## config.mk

```make
export PLATFORM = sky130hd
export DESIGN_NAME = bmp24_to_rgb565_row_streamer
export DESIGN_NICKNAME = d
export VERILOG_FILES = /design/src/bmprs_pkg.sv /design/src/bmprs_parser.sv /design/src/bmp24_to_rgb565_row_streamer.sv
export SDC_FILE = /design/constraint.sdc
export NUM_CORES = 1
export LEC_CHECK = 0
export BUFFER_PORTS_ARGS = -buffer_cell sky130_fd_sc_hd__buf_2
export CORE_MARGIN = 5
export CORE_UTILIZATION = 35
export DETAILED_ROUTE_END_ITERATION = 16
export HOLD_SLACK_MARGIN = 0.05
export PLACE_DENSITY = 0.57
export SYNTH_ARGS = -nofsm -noshare
export SYNTH_HDL_FRONTEND = slang
export SYNTH_SLANG_ARGS = --single-unit
```

## constraint.sdc

```tcl
create_clock -name aclk -period 16.7 [get_ports aclk]
set_clock_uncertainty 0.15 [all_clocks]
set_input_delay 1.67 -clock aclk [delete_from_list [all_inputs] [get_ports aclk]]
set_output_delay 1.67 -clock aclk [all_outputs]
set_load 0.01 [all_outputs]
```

## src/bmprs_pkg.sv

```systemverilog
// shared types and constants for the bmp24 to rgb565 row streamer
package bmprs_pkg;

    localparam logic [1:0] KIND_WINDOW = 2'd0;
    localparam logic [1:0] KIND_PIXEL  = 2'd1;
    localparam logic [1:0] KIND_REJECT = 2'd2;

    localparam logic [0:0] CFG_COL_OFFSET = 1'd0;
    localparam logic [0:0] CFG_ROW_OFFSET = 1'd1;

    typedef struct packed {
        logic [1:0]  kind;
        logic [7:0]  col_first;
        logic [7:0]  col_last;
        logic [7:0]  row;
        logic [15:0] color;
        logic        last_of_image;
    } res_t;

endpackage

```

## src/bmprs_parser.sv

```systemverilog
// header parser, crop and row walker that turns one file byte into at most one result
module bmprs_parser #(
    parameter int unsigned SCREEN_WIDTH    = 128,
    parameter int unsigned SCREEN_HEIGHT   = 128,
    parameter int unsigned MAX_IMAGE_WIDTH = 1280
) (
    input  logic               aclk,
    input  logic               aresetn,
    input  logic               in_vld,
    input  logic [7:0]         in_byte,
    input  logic               in_sof,
    input  logic [7:0]         col_off,
    input  logic [7:0]         row_off,
    output logic               res_vld,
    output bmprs_pkg::res_t    res
);

    localparam int unsigned LBW = $clog2(3 * MAX_IMAGE_WIDTH + 4);

    localparam logic [2:0] PH_IDLE   = 3'd0;
    localparam logic [2:0] PH_HEADER = 3'd1;
    localparam logic [2:0] PH_SEEK   = 3'd2;
    localparam logic [2:0] PH_SKIP   = 3'd3;
    localparam logic [2:0] PH_ROWS   = 3'd4;
    localparam logic [2:0] PH_DONE   = 3'd5;

    localparam logic [2:0] CHK_ALL    = 3'b111;
    localparam logic [2:0] CHK_PLANES = 3'b001;
    localparam logic [2:0] CHK_DEPTH  = 3'b010;
    localparam logic [2:0] CHK_COMPR  = 3'b100;

    localparam logic [31:0] HDR_OFFSET      = 32'd10;
    localparam logic [31:0] HDR_WIDTH       = 32'd18;
    localparam logic [31:0] HDR_HEIGHT      = 32'd22;
    localparam logic [31:0] HDR_PLANES      = 32'd26;
    localparam logic [31:0] HDR_DEPTH       = 32'd28;
    localparam logic [31:0] HDR_COMPR       = 32'd30;
    localparam logic [31:0] HDR_END         = 32'd33;
    localparam logic [31:0] MIN_DATA_OFFSET = 32'd54;
    localparam logic [7:0]  BMP_DEPTH       = 8'd24;

    logic [31:0]    pos_reg, pos_next;
    logic [31:0]    doff_reg, doff_next;
    logic [31:0]    width_reg, width_next;
    logic [31:0]    height_reg, height_next;
    logic [2:0]     chk_reg, chk_next;
    logic [2:0]     phase_reg, phase_next;
    logic [31:0]    skip_reg, skip_next;
    logic [LBW-1:0] lbc_reg, lbc_next;
    logic [1:0]     pbi_reg, pbi_next;
    logic [15:0]    pc_reg, pc_next;
    logic [7:0]     crow_reg, crow_next;

    // geometry latched at the end of the header
    logic [LBW-1:0] iw_reg, w3_reg;
    logic [7:0]     xs_reg, wm1_reg, frow_reg;

    logic           wide, tall, hdr_ok, load_geom;
    logic [31:0]    shown32, frow32;
    logic [LBW-1:0] iw_calc, w3_calc;
    logic [7:0]     xs_calc, wm1_calc, frow_calc, crow_calc;
    logic [31:0]    skip_calc;

    logic [31:0]    idx;
    logic [1:0]     sel;
    logic           run_data, go, stop, last;

    always_comb begin
        wide      = width_reg > SCREEN_WIDTH;
        tall      = height_reg > SCREEN_HEIGHT;
        shown32   = wide ? SCREEN_WIDTH : width_reg;
        iw_calc   = LBW'((width_reg * 32'd3 + 32'd3) & ~32'd3);
        w3_calc   = LBW'(shown32 * 32'd3);
        wm1_calc  = 8'(shown32 - 32'd1);
        xs_calc   = wide ? 8'd0 : 8'((SCREEN_WIDTH - width_reg) >> 1);
        frow32    = tall ? 32'd0 : ((SCREEN_HEIGHT - height_reg) >> 1);
        frow_calc = 8'(frow32);
        crow_calc = tall ? 8'(SCREEN_HEIGHT - 1) : 8'(frow32 + height_reg - 32'd1);
        skip_calc = tall ? (height_reg - SCREEN_HEIGHT) : 32'd0;
    end

    always_comb begin
        pos_next    = pos_reg;
        doff_next   = doff_reg;
        width_next  = width_reg;
        height_next = height_reg;
        chk_next    = chk_reg;
        phase_next  = phase_reg;
        skip_next   = skip_reg;
        lbc_next    = lbc_reg;
        pbi_next    = pbi_reg;
        pc_next     = pc_reg;
        crow_next   = crow_reg;
        res_vld     = 1'b0;
        res         = '0;
        idx         = '0;
        sel         = '0;
        run_data    = 1'b0;
        go          = 1'b0;
        stop        = 1'b0;
        last        = 1'b0;
        hdr_ok      = 1'b0;
        load_geom   = 1'b0;

        if (in_vld) begin
            if (in_sof) begin
                pos_next    = '0;
                doff_next   = '0;
                width_next  = '0;
                height_next = '0;
                chk_next    = CHK_ALL;
                skip_next   = '0;
                lbc_next    = '0;
                pbi_next    = '0;
                pc_next     = '0;
                crow_next   = '0;
                phase_next  = PH_HEADER;
            end
            if (phase_next != PH_IDLE && phase_next != PH_DONE) begin
                idx = pos_next;
                if (pos_next != '1) begin
                    pos_next = pos_next + 32'd1;
                end
                case (phase_next)
                    PH_HEADER: begin
                        if (idx >= HDR_OFFSET && idx <= HDR_OFFSET + 32'd3) begin
                            sel = 2'(idx - HDR_OFFSET);
                            doff_next[sel*8 +: 8] = in_byte;
                        end
                        if (idx >= HDR_WIDTH && idx <= HDR_WIDTH + 32'd3) begin
                            sel = 2'(idx - HDR_WIDTH);
                            width_next[sel*8 +: 8] = in_byte;
                        end
                        if (idx >= HDR_HEIGHT && idx <= HDR_HEIGHT + 32'd3) begin
                            sel = 2'(idx - HDR_HEIGHT);
                            height_next[sel*8 +: 8] = in_byte;
                        end
                        if ((idx == HDR_PLANES && in_byte != 8'd1) ||
                            (idx == HDR_PLANES + 32'd1 && in_byte != 8'd0)) begin
                            chk_next = chk_next & ~CHK_PLANES;
                        end
                        if ((idx == HDR_DEPTH && in_byte != BMP_DEPTH) ||
                            (idx == HDR_DEPTH + 32'd1 && in_byte != 8'd0)) begin
                            chk_next = chk_next & ~CHK_DEPTH;
                        end
                        if (idx >= HDR_COMPR && idx <= HDR_COMPR + 32'd3 && in_byte != 8'd0) begin
                            chk_next = chk_next & ~CHK_COMPR;
                        end
                        if (idx == HDR_END) begin
                            hdr_ok = chk_next == CHK_ALL && width_next != 32'd0 &&
                                     width_next <= MAX_IMAGE_WIDTH && height_next != 32'd0 &&
                                     doff_next >= MIN_DATA_OFFSET;
                            if (!hdr_ok) begin
                                phase_next = PH_DONE;
                                res_vld    = 1'b1;
                                res.kind   = bmprs_pkg::KIND_REJECT;
                            end else begin
                                load_geom  = 1'b1;
                                skip_next  = skip_calc;
                                crow_next  = crow_calc;
                                phase_next = PH_SEEK;
                            end
                        end
                    end
                    PH_SEEK: begin
                        if (idx == doff_next) begin
                            phase_next = PH_SKIP;
                            lbc_next   = '0;
                            pbi_next   = '0;
                            run_data   = 1'b1;
                        end
                    end
                    PH_SKIP, PH_ROWS: begin
                        run_data = 1'b1;
                    end
                    default: begin
                    end
                endcase

                if (run_data) begin
                    go = 1'b1;
                    if (phase_next == PH_SKIP) begin
                        if (skip_next == 32'd0) begin
                            phase_next = PH_ROWS;
                        end else begin
                            go       = 1'b0;
                            lbc_next = lbc_next + LBW'(1);
                            if (lbc_next >= iw_reg) begin
                                lbc_next  = '0;
                                skip_next = skip_next - 32'd1;
                                if (skip_next == 32'd0) begin
                                    phase_next = PH_ROWS;
                                end
                            end
                        end
                    end
                    if (go) begin
                        if (lbc_next == '0) begin
                            res_vld       = 1'b1;
                            res.kind      = bmprs_pkg::KIND_WINDOW;
                            res.col_first = col_off + xs_reg;
                            res.col_last  = col_off + xs_reg + wm1_reg;
                            res.row       = row_off + crow_next;
                            pbi_next      = '0;
                            pc_next       = '0;
                        end
                        if (lbc_next < w3_reg) begin
                            case (pbi_next)
                                2'd0: begin
                                    pc_next  = {11'd0, in_byte[7:3]};
                                    pbi_next = 2'd1;
                                end
                                2'd1: begin
                                    pc_next  = pc_next | {5'd0, in_byte[7:2], 5'd0};
                                    pbi_next = 2'd2;
                                end
                                default: begin
                                    last = crow_next <= frow_reg &&
                                           lbc_next == w3_reg - LBW'(1);
                                    pc_next           = pc_next | {in_byte[7:3], 11'd0};
                                    pbi_next          = 2'd0;
                                    res_vld           = 1'b1;
                                    res.kind          = bmprs_pkg::KIND_PIXEL;
                                    res.color         = pc_next;
                                    res.last_of_image = last;
                                    if (last) begin
                                        phase_next = PH_DONE;
                                        stop       = 1'b1;
                                    end
                                end
                            endcase
                        end
                        if (!stop) begin
                            lbc_next = lbc_next + LBW'(1);
                            if (lbc_next >= iw_reg) begin
                                lbc_next = '0;
                                if (crow_next != 8'd0) begin
                                    crow_next = crow_next - 8'd1;
                                end
                            end
                        end
                    end
                end
            end
        end
    end

    always_ff @(posedge aclk) begin
        if (!aresetn) begin
            pos_reg    <= '0;
            doff_reg   <= '0;
            width_reg  <= '0;
            height_reg <= '0;
            chk_reg    <= CHK_ALL;
            phase_reg  <= PH_IDLE;
            skip_reg   <= '0;
            lbc_reg    <= '0;
            pbi_reg    <= '0;
            pc_reg     <= '0;
            crow_reg   <= '0;
        end else begin
            pos_reg    <= pos_next;
            doff_reg   <= doff_next;
            width_reg  <= width_next;
            height_reg <= height_next;
            chk_reg    <= chk_next;
            phase_reg  <= phase_next;
            skip_reg   <= skip_next;
            lbc_reg    <= lbc_next;
            pbi_reg    <= pbi_next;
            pc_reg     <= pc_next;
            crow_reg   <= crow_next;
        end
    end

    always_ff @(posedge aclk) begin
        if (load_geom) begin
            iw_reg   <= iw_calc;
            w3_reg   <= w3_calc;
            xs_reg   <= xs_calc;
            wm1_reg  <= wm1_calc;
            frow_reg <= frow_calc;
        end
    end

endmodule

```

## src/bmp24_to_rgb565_row_streamer.sv

```systemverilog
// top level: config registers, byte parser and registered output with skid stage
// result beats are registered; a beat that meets a stall passes through the skid entry first
// throughput: one file byte per cycle while s_tready is high; each gives at most one result beat
// a result that arrives during a stall waits in one skid entry; s_tready is low while it is full
// reset: offsets cleared, parser idle and ignoring bytes until a beat with start flag
module bmp24_to_rgb565_row_streamer #(
    parameter int unsigned SCREEN_WIDTH    = 128,
    parameter int unsigned SCREEN_HEIGHT   = 128,
    parameter int unsigned MAX_IMAGE_WIDTH = 1280
) (
    input  logic        aclk,
    input  logic        aresetn,
    input  logic        cfg_we,
    input  logic [0:0]  cfg_addr,
    input  logic [7:0]  cfg_wdata,
    input  logic        s_tvalid,
    output logic        s_tready,
    input  logic [7:0]  s_tdata,   // file_byte
    input  logic [0:0]  s_tuser,   // start_of_file
    output logic        m_tvalid,
    input  logic        m_tready,
    output logic [39:0] m_tdata,   // col_first, col_last, row, color
    output logic [1:0]  m_tuser,   // kind
    output logic        m_tlast    // last_of_image
);

    logic [7:0]      col_off_reg, row_off_reg;
    logic            accept, take;
    logic            res_vld;
    bmprs_pkg::res_t res;
    logic            out_vld_reg, skid_vld_reg;
    bmprs_pkg::res_t out_reg, skid_reg;

    assign s_tready = !skid_vld_reg;
    assign accept   = s_tvalid && s_tready;
    assign take     = out_vld_reg && m_tready;

    always_ff @(posedge aclk) begin
        if (!aresetn) begin
            col_off_reg <= '0;
            row_off_reg <= '0;
        end else if (cfg_we) begin
            case (cfg_addr)
                bmprs_pkg::CFG_COL_OFFSET: col_off_reg <= cfg_wdata;
                bmprs_pkg::CFG_ROW_OFFSET: row_off_reg <= cfg_wdata;
                default: begin
                end
            endcase
        end
    end

    bmprs_parser #(
        .SCREEN_WIDTH    (SCREEN_WIDTH),
        .SCREEN_HEIGHT   (SCREEN_HEIGHT),
        .MAX_IMAGE_WIDTH (MAX_IMAGE_WIDTH)
    ) u_parser (
        .aclk    (aclk),
        .aresetn (aresetn),
        .in_vld  (accept),
        .in_byte (s_tdata),
        .in_sof  (s_tuser[0]),
        .col_off (col_off_reg),
        .row_off (row_off_reg),
        .res_vld (res_vld),
        .res     (res)
    );

    always_ff @(posedge aclk) begin
        if (!aresetn) begin
            out_vld_reg  <= 1'b0;
            skid_vld_reg <= 1'b0;
        end else begin
            if (!out_vld_reg || take) begin
                if (skid_vld_reg) begin
                    out_vld_reg  <= 1'b1;
                    skid_vld_reg <= 1'b0;
                end else begin
                    out_vld_reg <= res_vld;
                end
            end else if (res_vld) begin
                skid_vld_reg <= 1'b1;
            end
        end
    end

    always_ff @(posedge aclk) begin
        if (!out_vld_reg || take) begin
            out_reg <= skid_vld_reg ? skid_reg : res;
        end else if (res_vld) begin
            skid_reg <= res;
        end
    end

    assign m_tvalid = out_vld_reg;
    assign m_tdata  = {out_reg.color, out_reg.row, out_reg.col_last, out_reg.col_first};
    assign m_tuser  = out_reg.kind;
    assign m_tlast  = out_reg.last_of_image;

    a_skid_behind_out: assert property (@(posedge aclk) disable iff (!aresetn)
        skid_vld_reg |-> out_vld_reg)
        else $error("skid entry held while output register empty");

    a_result_from_beat: assert property (@(posedge aclk) disable iff (!aresetn)
        res_vld |-> accept)
        else $error("result produced without an accepted beat");

    a_last_is_pixel: assert property (@(posedge aclk) disable iff (!aresetn)
        (m_tvalid && m_tlast) |-> (m_tuser == bmprs_pkg::KIND_PIXEL))
        else $error("last flag on a beat that is not a pixel");

    a_pixel_no_window: assert property (@(posedge aclk) disable iff (!aresetn)
        (m_tvalid && m_tuser == bmprs_pkg::KIND_PIXEL) |-> (m_tdata[23:0] == 24'd0))
        else $error("window fields set on a pixel beat");

endmodule

```

**Yosys cells after proc, flatten, opt, wreduce, memory -nomap -nowiden**

Index checks and enable logic that the tools add are counted.

- $add $sub $neg: 22
- Multiply operators: 2
- Order comparisons: 16
- Equality and inequality tests: 18
- Shifts and indexed selects: 6
- Mux-type cells: 170
- Bitwise logic cells: 5
- Reductions and logical operators: 37

Operators by type and width:

| kind | number |
|---|---|
| 2-to-1 mux 32 bit | 41 |
| 2-to-1 mux 43 bit | 5 |
| 2-to-1 mux 12 bit | 16 |
| 2-to-1 mux 16 bit | 10 |
| == test 32 x 5 -> 1 bit, second input constant | 4 |
| 2-to-1 mux 8 bit | 14 |
| negation 5 -> 34 bit | 3 |
| variable shift 8 x 34 -> 32 bit, first input constant | 3 |
| variable part select 8 x 34 -> 32 bit | 3 |
| bitwise mux 32 bit | 3 |
| >= comparator 32 x 5 -> 1 bit, second input constant | 3 |
| 2-to-1 mux 3 bit | 24 |
| > comparator 32 x 8 -> 1 bit, second input constant | 2 |
| <= comparator 32 x 5 -> 1 bit, second input constant | 2 |
| zero test 32 bit | 2 |
| multiplier 32 x 2 -> 12 bit, second input constant | 2 |
| nonzero test 32 bit | 2 |
| 2-to-1 mux 2 bit | 18 |
| 2-to-1 mux 17 bit | 2 |
| adder 32 x 1 -> 32 bit, second input constant | 1 |
| adder 8 bit | 4 |
| == test 32 bit | 1 |
| == test 32 x 6 -> 1 bit, second input constant | 1 |
| >= comparator 32 x 4 -> 1 bit, second input constant | 1 |
| 42 further kinds | 109 |

- Bits in registers: 354
- Input port bits: 23
- Output and inout port bits: 45
- Logic and storage cells: 308

**Depth between registers and ports, before layout**

Gate-level depths: netlist (run 1).

- Depth after elaboration: 46
- Depth in mapped cells: 52
- Depth with buffers taken out: 41

**Cells and area by module**

Synthesis (run 1) repeated with hierarchy kept, for this count alone.

- Cells, all modules: 2820
- Area total of the unflattened synthesis: 24054.3 µm²

Modules (own cells, without submodules):

| module | times used | cells each | area each (µm²) |
|---|---|---|---|
| bmprs_parser | 1 | 2613 | 20056.7 |
| bmp24_to_rgb565_row_streamer | 1 | 207 | 3997.6 |

**Worst setup path after synthesis (run 1)**

Ideal clock, no wire load.

- Kind: in2reg
- Start: input port s_tuser
- End: register skid_reg[0] (netlist name) (enable)
- Data arrival time: 11037 ps
- Data required time: 16106 ps
- Slack: 5070 ps
- Cell stages on the path: 43
- Path buffers: 8
- Cells stage by stage: nand2b_1 -> clkbuf_1 -> inv_1 -> ha_1 -> buf_2 -> or3b_1 -> and4_1 -> a41oi_1 -> o2bb2a_4 -> and3_1 -> mux2_2 -> nor4_4 -> and3_1 -> clkbuf_1 -> buf_2 -> clkbuf_1 -> clkbuf_1 -> buf_1 -> [... 7 more ...] -> nor2_1 -> a21oi_1 -> ha_1 -> nor2b_1 -> o21a_1 -> o21a_1 -> o21a_1 -> o21a_1 -> o21a_1 -> o21a_1 -> o21ai_0 -> nand2b_1 -> a21oi_1 -> o21a_1 -> nand2_1 -> a21oi_1 -> o21ai_0 -> nor2_1

- Cells in the longest elaborated chain, start to end: 42
- Elaborated cells between the ends (all ways): 146
- Classes of those cells: 7 x add/sub; 12 x order compare; 14 x eq/ne; 6 x shift; 82 x mux; 25 x reduce/logical

Ends and longest elaborated chain:

| what | line | source |
|---|---|---|
| start, declared | bmp24_to_rgb565_row_streamer.sv:19 | `input logic [0:0] s_tuser,` |
| branches (longest 39 deep; another with negation 5 -> 34 bit) | -- |  |
| 2-to-1 mux 1 bit (*) | bmprs_parser.sv:119 | `if (phase_next != PH_IDLE && phase_next != PH_DONE) begin` |
| 2-to-1 mux 1 bit (*) | bmprs_parser.sv:105 | `if (in_vld) begin` |
| AND reduction 2 bit (no line) (*) | -- |  |
| end signal, assigned | bmp24_to_rgb565_row_streamer.sv:90 | `skid_reg <= res;` |
| end, declared | bmp24_to_rgb565_row_streamer.sv:32 | `bmprs_pkg::res_t out_reg, skid_reg;` |

Mark *: on every way between the ends. The select of a mux whose other input is x is not followed.
A chain may end at the register's enable or synchronous reset.

**Worst setup path after layout (run 1)**

- Start: input port s_tuser
- End: register u_parser.lbc_reg[6]

- Cells in the longest elaborated chain, start to end: 45
- Elaborated cells between the ends (all ways): 158
- Classes of those cells: 8 x add/sub; 14 x order compare; 15 x eq/ne; 6 x shift; 90 x mux; 25 x reduce/logical

Ends and longest elaborated chain:

| what | line | source |
|---|---|---|
| branches (longest 44 deep; another with negation 5 -> 34 bit) | -- |  |
| 2-to-1 mux 12 bit (*) | bmprs_parser.sv:119 |  |
| end signal, assigned | bmprs_parser.sv:269 | `lbc_reg <= lbc_next;` |
| end, declared | bmprs_parser.sv:49 | `logic [LBW-1:0] lbc_reg, lbc_next;` |

Marked as above.

==> results of run 1 <==
-- per-layer routing --
metal | up-vias | part of all wire | track usage
li1 | 10501 | - | -
met1 | 10277 | 0.45 | 0.289
met3 | 199 | 0.076 | 0.0290
met2 | 923 | 0.44 | 0.324
met4 | 4 | 0.038 | 0.0733
met5 | - | 0.00018 | 0
-- power groups by stage --
| stage | logic, uW | registers [uW] | clock network, uW |
|---|---|---|---|
| 6_report | 170 | 906 | 1040 |
| 5_1_grt | 184 | 906 | 1100 |
| 4_1_cts | 167 | 905 | 1060 |
| 3_5_place_dp | 166 | 924 | 0 |
| 3_3_place_gp | 166 | 924 | 0 |
| 2_1_floorplan | 114 | 920 | 0 |
-- kinds of logic (layout without fill, tap and decap cells) --
family,after synthesis,in the layout,share of synthesized area
other,1,2,0.000155
buffers and inverters,330,336,0.0533
DFF,354,354,0.347
and+or+nand+nor,1193,1193,0.245
AOI/OAI and AO/OA,670,670,0.195
xor gates and xnor gates,194,194,0.0701
adders and majority gates,141,141,0.0743
muxes,37,37,0.0158
-- cell usage after synthesis (36+ instances only) --
| master | n |
|---|---|
| a32oi_1 | 76 |
| and3_1 | 54 |
| nor4_1 | 38 |
| inv_1 | 152 |
| clkbuf_1 | 151 |
| nor3_1 | 95 |
| dfxtp_1 | 222 |
| nand3_1 | 99 |
| o21ai_0 | 93 |
| nor2_1 | 338 |
| edfxtp_1 | 132 |
| xnor2_1 | 131 |
| nand4_1 | 36 |
| nand2_1 | 302 |
| a21oi_1 | 154 |
| ha_1 | 136 |
| xor2_1 | 63 |
| a21o_1 | 72 |
-- layout make-up --
class | count | area, um2
tap | 931 | 1160
clock inverter | 24 | 324
antenna | 1 | 2.50
fill | 7019 | 41600
sequential | 354 | 8410
clock buffer | 58 | 1280
timing repair buffer | 102 | 598
multi-input combinational | 2236 | 14600
inverter | 152 | 576
-- worst reg2reg max path: cells and delay by family, from the launching register on --
family / cells / cell delay [ns]
adder cells (fa/ha/maj): 3 / 1.10
flip-flops: 1 / 0.52
buffers and inverters: 3 / 0.55
multiplexers: 1 / 0.43
AO/OA/AOI/OAI: 19 / 5.22
AND/OR/NAND/NOR: 9 / 3.39
-- final timing paths --
path,from,to
worst max-delay path,s_tuser,u_parser.lbc_reg[6]$_SDFFE_PN0P_
worst min-delay path,u_parser.pc_reg[11]$_SDFFE_PN0P_,u_parser.pc_reg[11]$_SDFFE_PN0P_
worst max register to register,u_parser.pos_reg[1]$_SDFFE_PN0P_,u_parser.lbc_reg[6]$_SDFFE_PN0P_
worst min register to register,u_parser.pc_reg[11]$_SDFFE_PN0P_,u_parser.pc_reg[11]$_SDFFE_PN0P_
-- per-stage QoR --
| step | cells | cell area, um2 | total power (uW) | hold slack (ns) |
|---|---|---|---|---|
| 3_3_place_gp | 3775 | 25300 | 1090 | 0.291 |
| 2_1_floorplan | 2920 | 24200 | 1030 | 0.282 |
| 4_1_cts | 3857 | 26900 | 2140 | 0.307 |
| 5_1_grt | 3857 | 26900 | 2190 | 0.324 |
| 6_report | 3858 | 26900 | 2120 | 0.306 |
| 3_5_place_dp | 3775 | 25300 | 1090 | 0.298 |
==> results.toml, run 1 <==
[outcome]
status = "finished, final reports clean"

[synthesis]
synthFlopType = "dfxtp_1"
synth_fp_nets = 3084
async_flop_share = 0
synthTopCellsByArea = "dfxtp_1, edfxtp_1, ha_1"
yosysTopAreaCell = "dfxtp_1"
synth_edf_count = 132
ys_types = 108
synth-seq-cells = 354
synth_top_area_share = 0.183
ys_warn_count = 0
avgSynthCellArea_um2 = 8.30
synth_area_um2 = 24200
yosysSeqAreaShare = 0.347
synthCells = 2920

[sta]
max_freq_ghz = 0.0798
maxSlewViolCount = 0
setup_viol = 0
finalHoldViolCount = 0
finalWorstSetupSlack_ns = 4.17
grt_setup_unrepaired = "false"
worst_slew_pin_slew_ns = 1.34
max_slew_margin = 0.0845
period_share = 0.750
period_needed_ns = 12.53
setup_tns_ns = 0

[clocking]
cts_made_buffers = 44
cts_resized = 0
cts_buffer_depth = 3
clk_pin_slew_ns = 0.07
post_cts_buffers = 0
root_buffer = "clkbuf_16"
cts_tree = "built"
cts_num_sinks = 354
hold_buffers = 0
htree_num_levels = 2
clk_latency_ns = 0.59

[grt]
grt_max_degree = 70
antenna_found_initial = 2
grt_pass1_vias = 20451
grt_use_total = 0.206
gr-total-overflow = 0
grt_pass1_wl_um = 123000

[min_path]
min_path_type = "reg -> reg"
hold_depth = 2

[pwr]
power-per-cell-area_nw_per_um2 = 78.5
p_seq_frac = 0.428
combPwrFrac = 0.080
p_leak_uw = 0.0110
p_sw_frac = 0.252
pwr-share-clk = 0.492
power_switching_uw = 534
ir_worst_vdd_v = 0.0000694
internal-power_uw = 1580

[drt]
initialDrtViolationCount = 2220
wire_per_inst_um = 20.6
wirelength_um = 79600
drc = 0
vias_per_cell = 5.68
antenna_left = 0
first_pass_iters = 6
num_vias = 21904

[critical_path]
crit_top_cell = "o21a_1"
cp_num_buf_inv = 3
cp_slowest_stage_delay_ns = 0.99
start_kind = "primary input"
cp.arrival_ns = 12.90
path_delay_family = "compound AO/OA/AOI/OAI gates"
cp.depth = 35
crit_path_max_fanout = 60
r2r_cells = 35
crit_type = "in -> reg"
required_ns = 17.07
worstSetupEndpointType = "register"
rrSetupSlack_ns = 5.29
crit_slowest_cell = "and3_1"

[floorplan]
die_w_um = 273
start_util = 0.353
core-area_um2 = 68600
die_h_um = 273
pin_count = 68
rows = 96
die_area_um2 = 74600

[layout]
postLayoutCoreUtil = 0.393
layout_common_cells = "nor2_1, nand2_1, dfxtp_1"
largest_reg_flops = 43
drive_above_1_share = 0.0865
layout_commonest_cell = "nor2_1"
nets = 3054
area_delta_synth_final_pct = 11.2

[placed_design]
dp_slack_ns = 3.84
dp_hpwl_um = 57400
gp_congestion = 0.977
portBuffers = 67

[run]
max_cap_violations = 0
(Power assumes the default switching activity.)
==> inputs of run 2 (changes only) <==
Settings changed: ABC_AREA set to 1, PLACE_DENSITY 0.57 to 0.58.
Clock period 16.7 ns to 10.9 ns, I/O delays scaled along.
==> run 2 against run 1 <==
Against the previous run: critical path depth is 14 higher; total power increased by 75%; routed wire length is 14% higher; sequential power is 59% higher; final area rose by 12%.
==> results.toml, run 2 <==
[outcome]
status = "finished, final reports clean"

[grt]
grt_pass1_wl_um = 143000
grt_use_total = 0.205
antenna_found_initial = 5
grt_max_degree = 87
gr-total-overflow = 0
grt_pass1_vias = 25230

[run]
max_cap_violations = 0

[sta]
setup_viol = 0
setup_tns_ns = 0
finalHoldViolCount = 0
max_slew_margin = 0.260
max_freq_ghz = 0.101
maxSlewViolCount = 0
worst_slew_pin_slew_ns = 1.11
hold_ws_ns = 0.314
grt_setup_unrepaired = "false"
period_share = 0.906
period_needed_ns = 9.87

[critical_path]
crit_path_max_fanout = 46
crit_slowest_cell = "ha_1"
r2r-start = "u_parser.pos_reg[1]$_SDFFE_PN0P_"
start_kind = "primary input"
crit_type = "in -> reg"
cp.arrival_ns = 10.17
cp_slowest_stage_delay_ns = 0.61
required_ns = 11.20
worstSetupEndpointType = "register"
crit_top_cell = "nand2_1"
cp-startpoint = "s_tuser"

[layout]
layout_common_cells = "nand2_1, nor2_1, inv_1"
fin_cells = 5313
postLayoutCoreUtil = 0.385
antennaDiodeCount = 0
stdcell_area_um2 = 30300
area_delta_synth_final_pct = 9.59
drive_above_1_share = 0.0849
layout_commonest_cell = "nand2_1"
largest_reg_flops = 43
nets = 4388

[clocking]
cts_buffer_depth = 3
cts_tree = "built"
hold_buffers = 0
root_buffer = "clkbuf_16"
cts_made_buffers = 47
cts_resized = 0
post_cts_buffers = 0
htree_num_levels = 2
clk_pin_slew_ns = 0.06
clk_latency_ns = 0.60
cts_num_sinks = 354

[synthesis]
synthFlopType = "dfxtp_1"
synthTopCellsByArea = "dfxtp_1, edfxtp_1, nand2_1"
synth_top_area_share = 0.161
yosysTopAreaCell = "dfxtp_1"
synth_area_um2 = 27700
synthTopCellsByCount = "nand2_1, nor2_1, inv_1, a21oi_1, dfxtp_1"
synth_edf_count = 132
synth-seq-cells = 354
ys_warn_count = 0
synth_most_common_cell = "nand2_1"
ys_types = 61
avgSynthCellArea_um2 = 6.50
synthCells = 4254
synth_fp_nets = 4418
yosysSeqAreaShare = 0.304
async_flop_share = 0

[floorplan]
die_w_um = 291
die_h_um = 291
start_util = 0.352
pin_count = 68
core-area_um2 = 78600
die_area_um2 = 84700
rows = 103

[placed_design]
numPlacedInstances = 5225
portBuffers = 67
gp_congestion = 0.985
dpl_cell_area_um2 = 28700
dp_hpwl_um = 68500

[drt]
num_vias = 27057
vias_per_cell = 5.09
drc = 0
wirelength_um = 90600
antenna_left = 0
wire_per_inst_um = 17.0
first_pass_iters = 6
initialDrtViolationCount = 2188

[pwr]
ir_worst_vdd_v = 0.000103
power-per-cell-area_nw_per_um2 = 122
p_leak_uw = 0.0136

[min_path]
hp-start = "u_parser.width_reg[31]$_SDFFE_PN0P_"
min_path_type = "reg -> reg"
-- run 2: cell types whose count changed after synthesis, moves of 52 or more --
cell | previous run | this run
inv_1 | 152 | 540
o211ai_1 | 16 | 97
nor2_1 | 338 | 550
nand3_1 | 99 | 206
o21ai_1 | 9 | 71
xnor2_1 | 131 | 15
a21o_1 | 72 | 2
a21oi_1 | 154 | 333
a32oi_1 | 76 | 0
o21ai_0 | 93 | 200
nand2_1 | 302 | 1037
and3_1 | 54 | 2
-- run 2: final timing paths --
| check | slack [ns] | to | depth (start not counted) |
|---|---|---|---|
| worst max-delay path | 1.03 | u_parser.crow_reg[7]$_SDFFE_PN0P_ | 49 |
| worst max register to register | 1.58 | u_parser.crow_reg[7]$_SDFFE_PN0P_ | 47 |
| worst min register to register | 0.31 | u_parser.width_reg[31]$_SDFFE_PN0P_ | 2 |
| worst min-delay path | 0.31 | u_parser.width_reg[31]$_SDFFE_PN0P_ | 2 |
-- run 2: layout make-up --
cell class / instances / area, um2
repair buffers: 106 / 631
clock inverters: 28 / 272
fillers: 8601 / 48300
clock buffers: 60 / 1320
flip-flops and latches: 354 / 8410
multi-input cells: 3112 / 16100
inverters: 603 / 2280
well taps: 1050 / 1310
-- run 2: critical path: cells and delay by family --
family                   cells  cell delay (ns)
AO/OA/AOI/OAI                9             1.82
buffers and inverters        8             1.30
XOR/XNOR                     1             0.14
AND/OR/NAND/NOR             27             4.43
adder cells (fa/ha/maj)      4             1.32
-- run 2: kinds of logic (layout without fill, tap and decap cells) --
kind of cell / count (synthesis) / after routing / synth area share
xor gates and xnor gates: 111 / 111 / 0.0352
other: 1 / 1 / 0.000136
and+or+nand+nor: 2091 / 2091 / 0.326
AOI/OAI and AO/OA: 768 / 768 / 0.154
DFF: 354 / 354 / 0.304
adders and majority gates: 141 / 141 / 0.0652
buffers and inverters: 788 / 797 / 0.115
-- run 2: power breakdown --
part           switching (uW)  internal (uW)  leakage, uW
Clock                     652            929     0.000781
Combinational             483            207      0.00973
Sequential               30.4           1410      0.00310
-- run 2: metal layers --
metal / up-vias / global-route usage / share of wire
met5: - / 0 / 0
met4: 0 / 0.0715 / 0.038
met3: 147 / 0.0254 / 0.051
met2: 681 / 0.336 / 0.45
met1: 12420 / 0.282 / 0.46
li1: 13809 / - / -
-- run 2: stage by stage --
step	setup WS, ns	total power, uW
detailed placement	0.540	2150
global route	0.167	3900
CTS	1.19	3750
finish	1.03	3710
global placement	0.785	2150
floorplan	1.51	1970
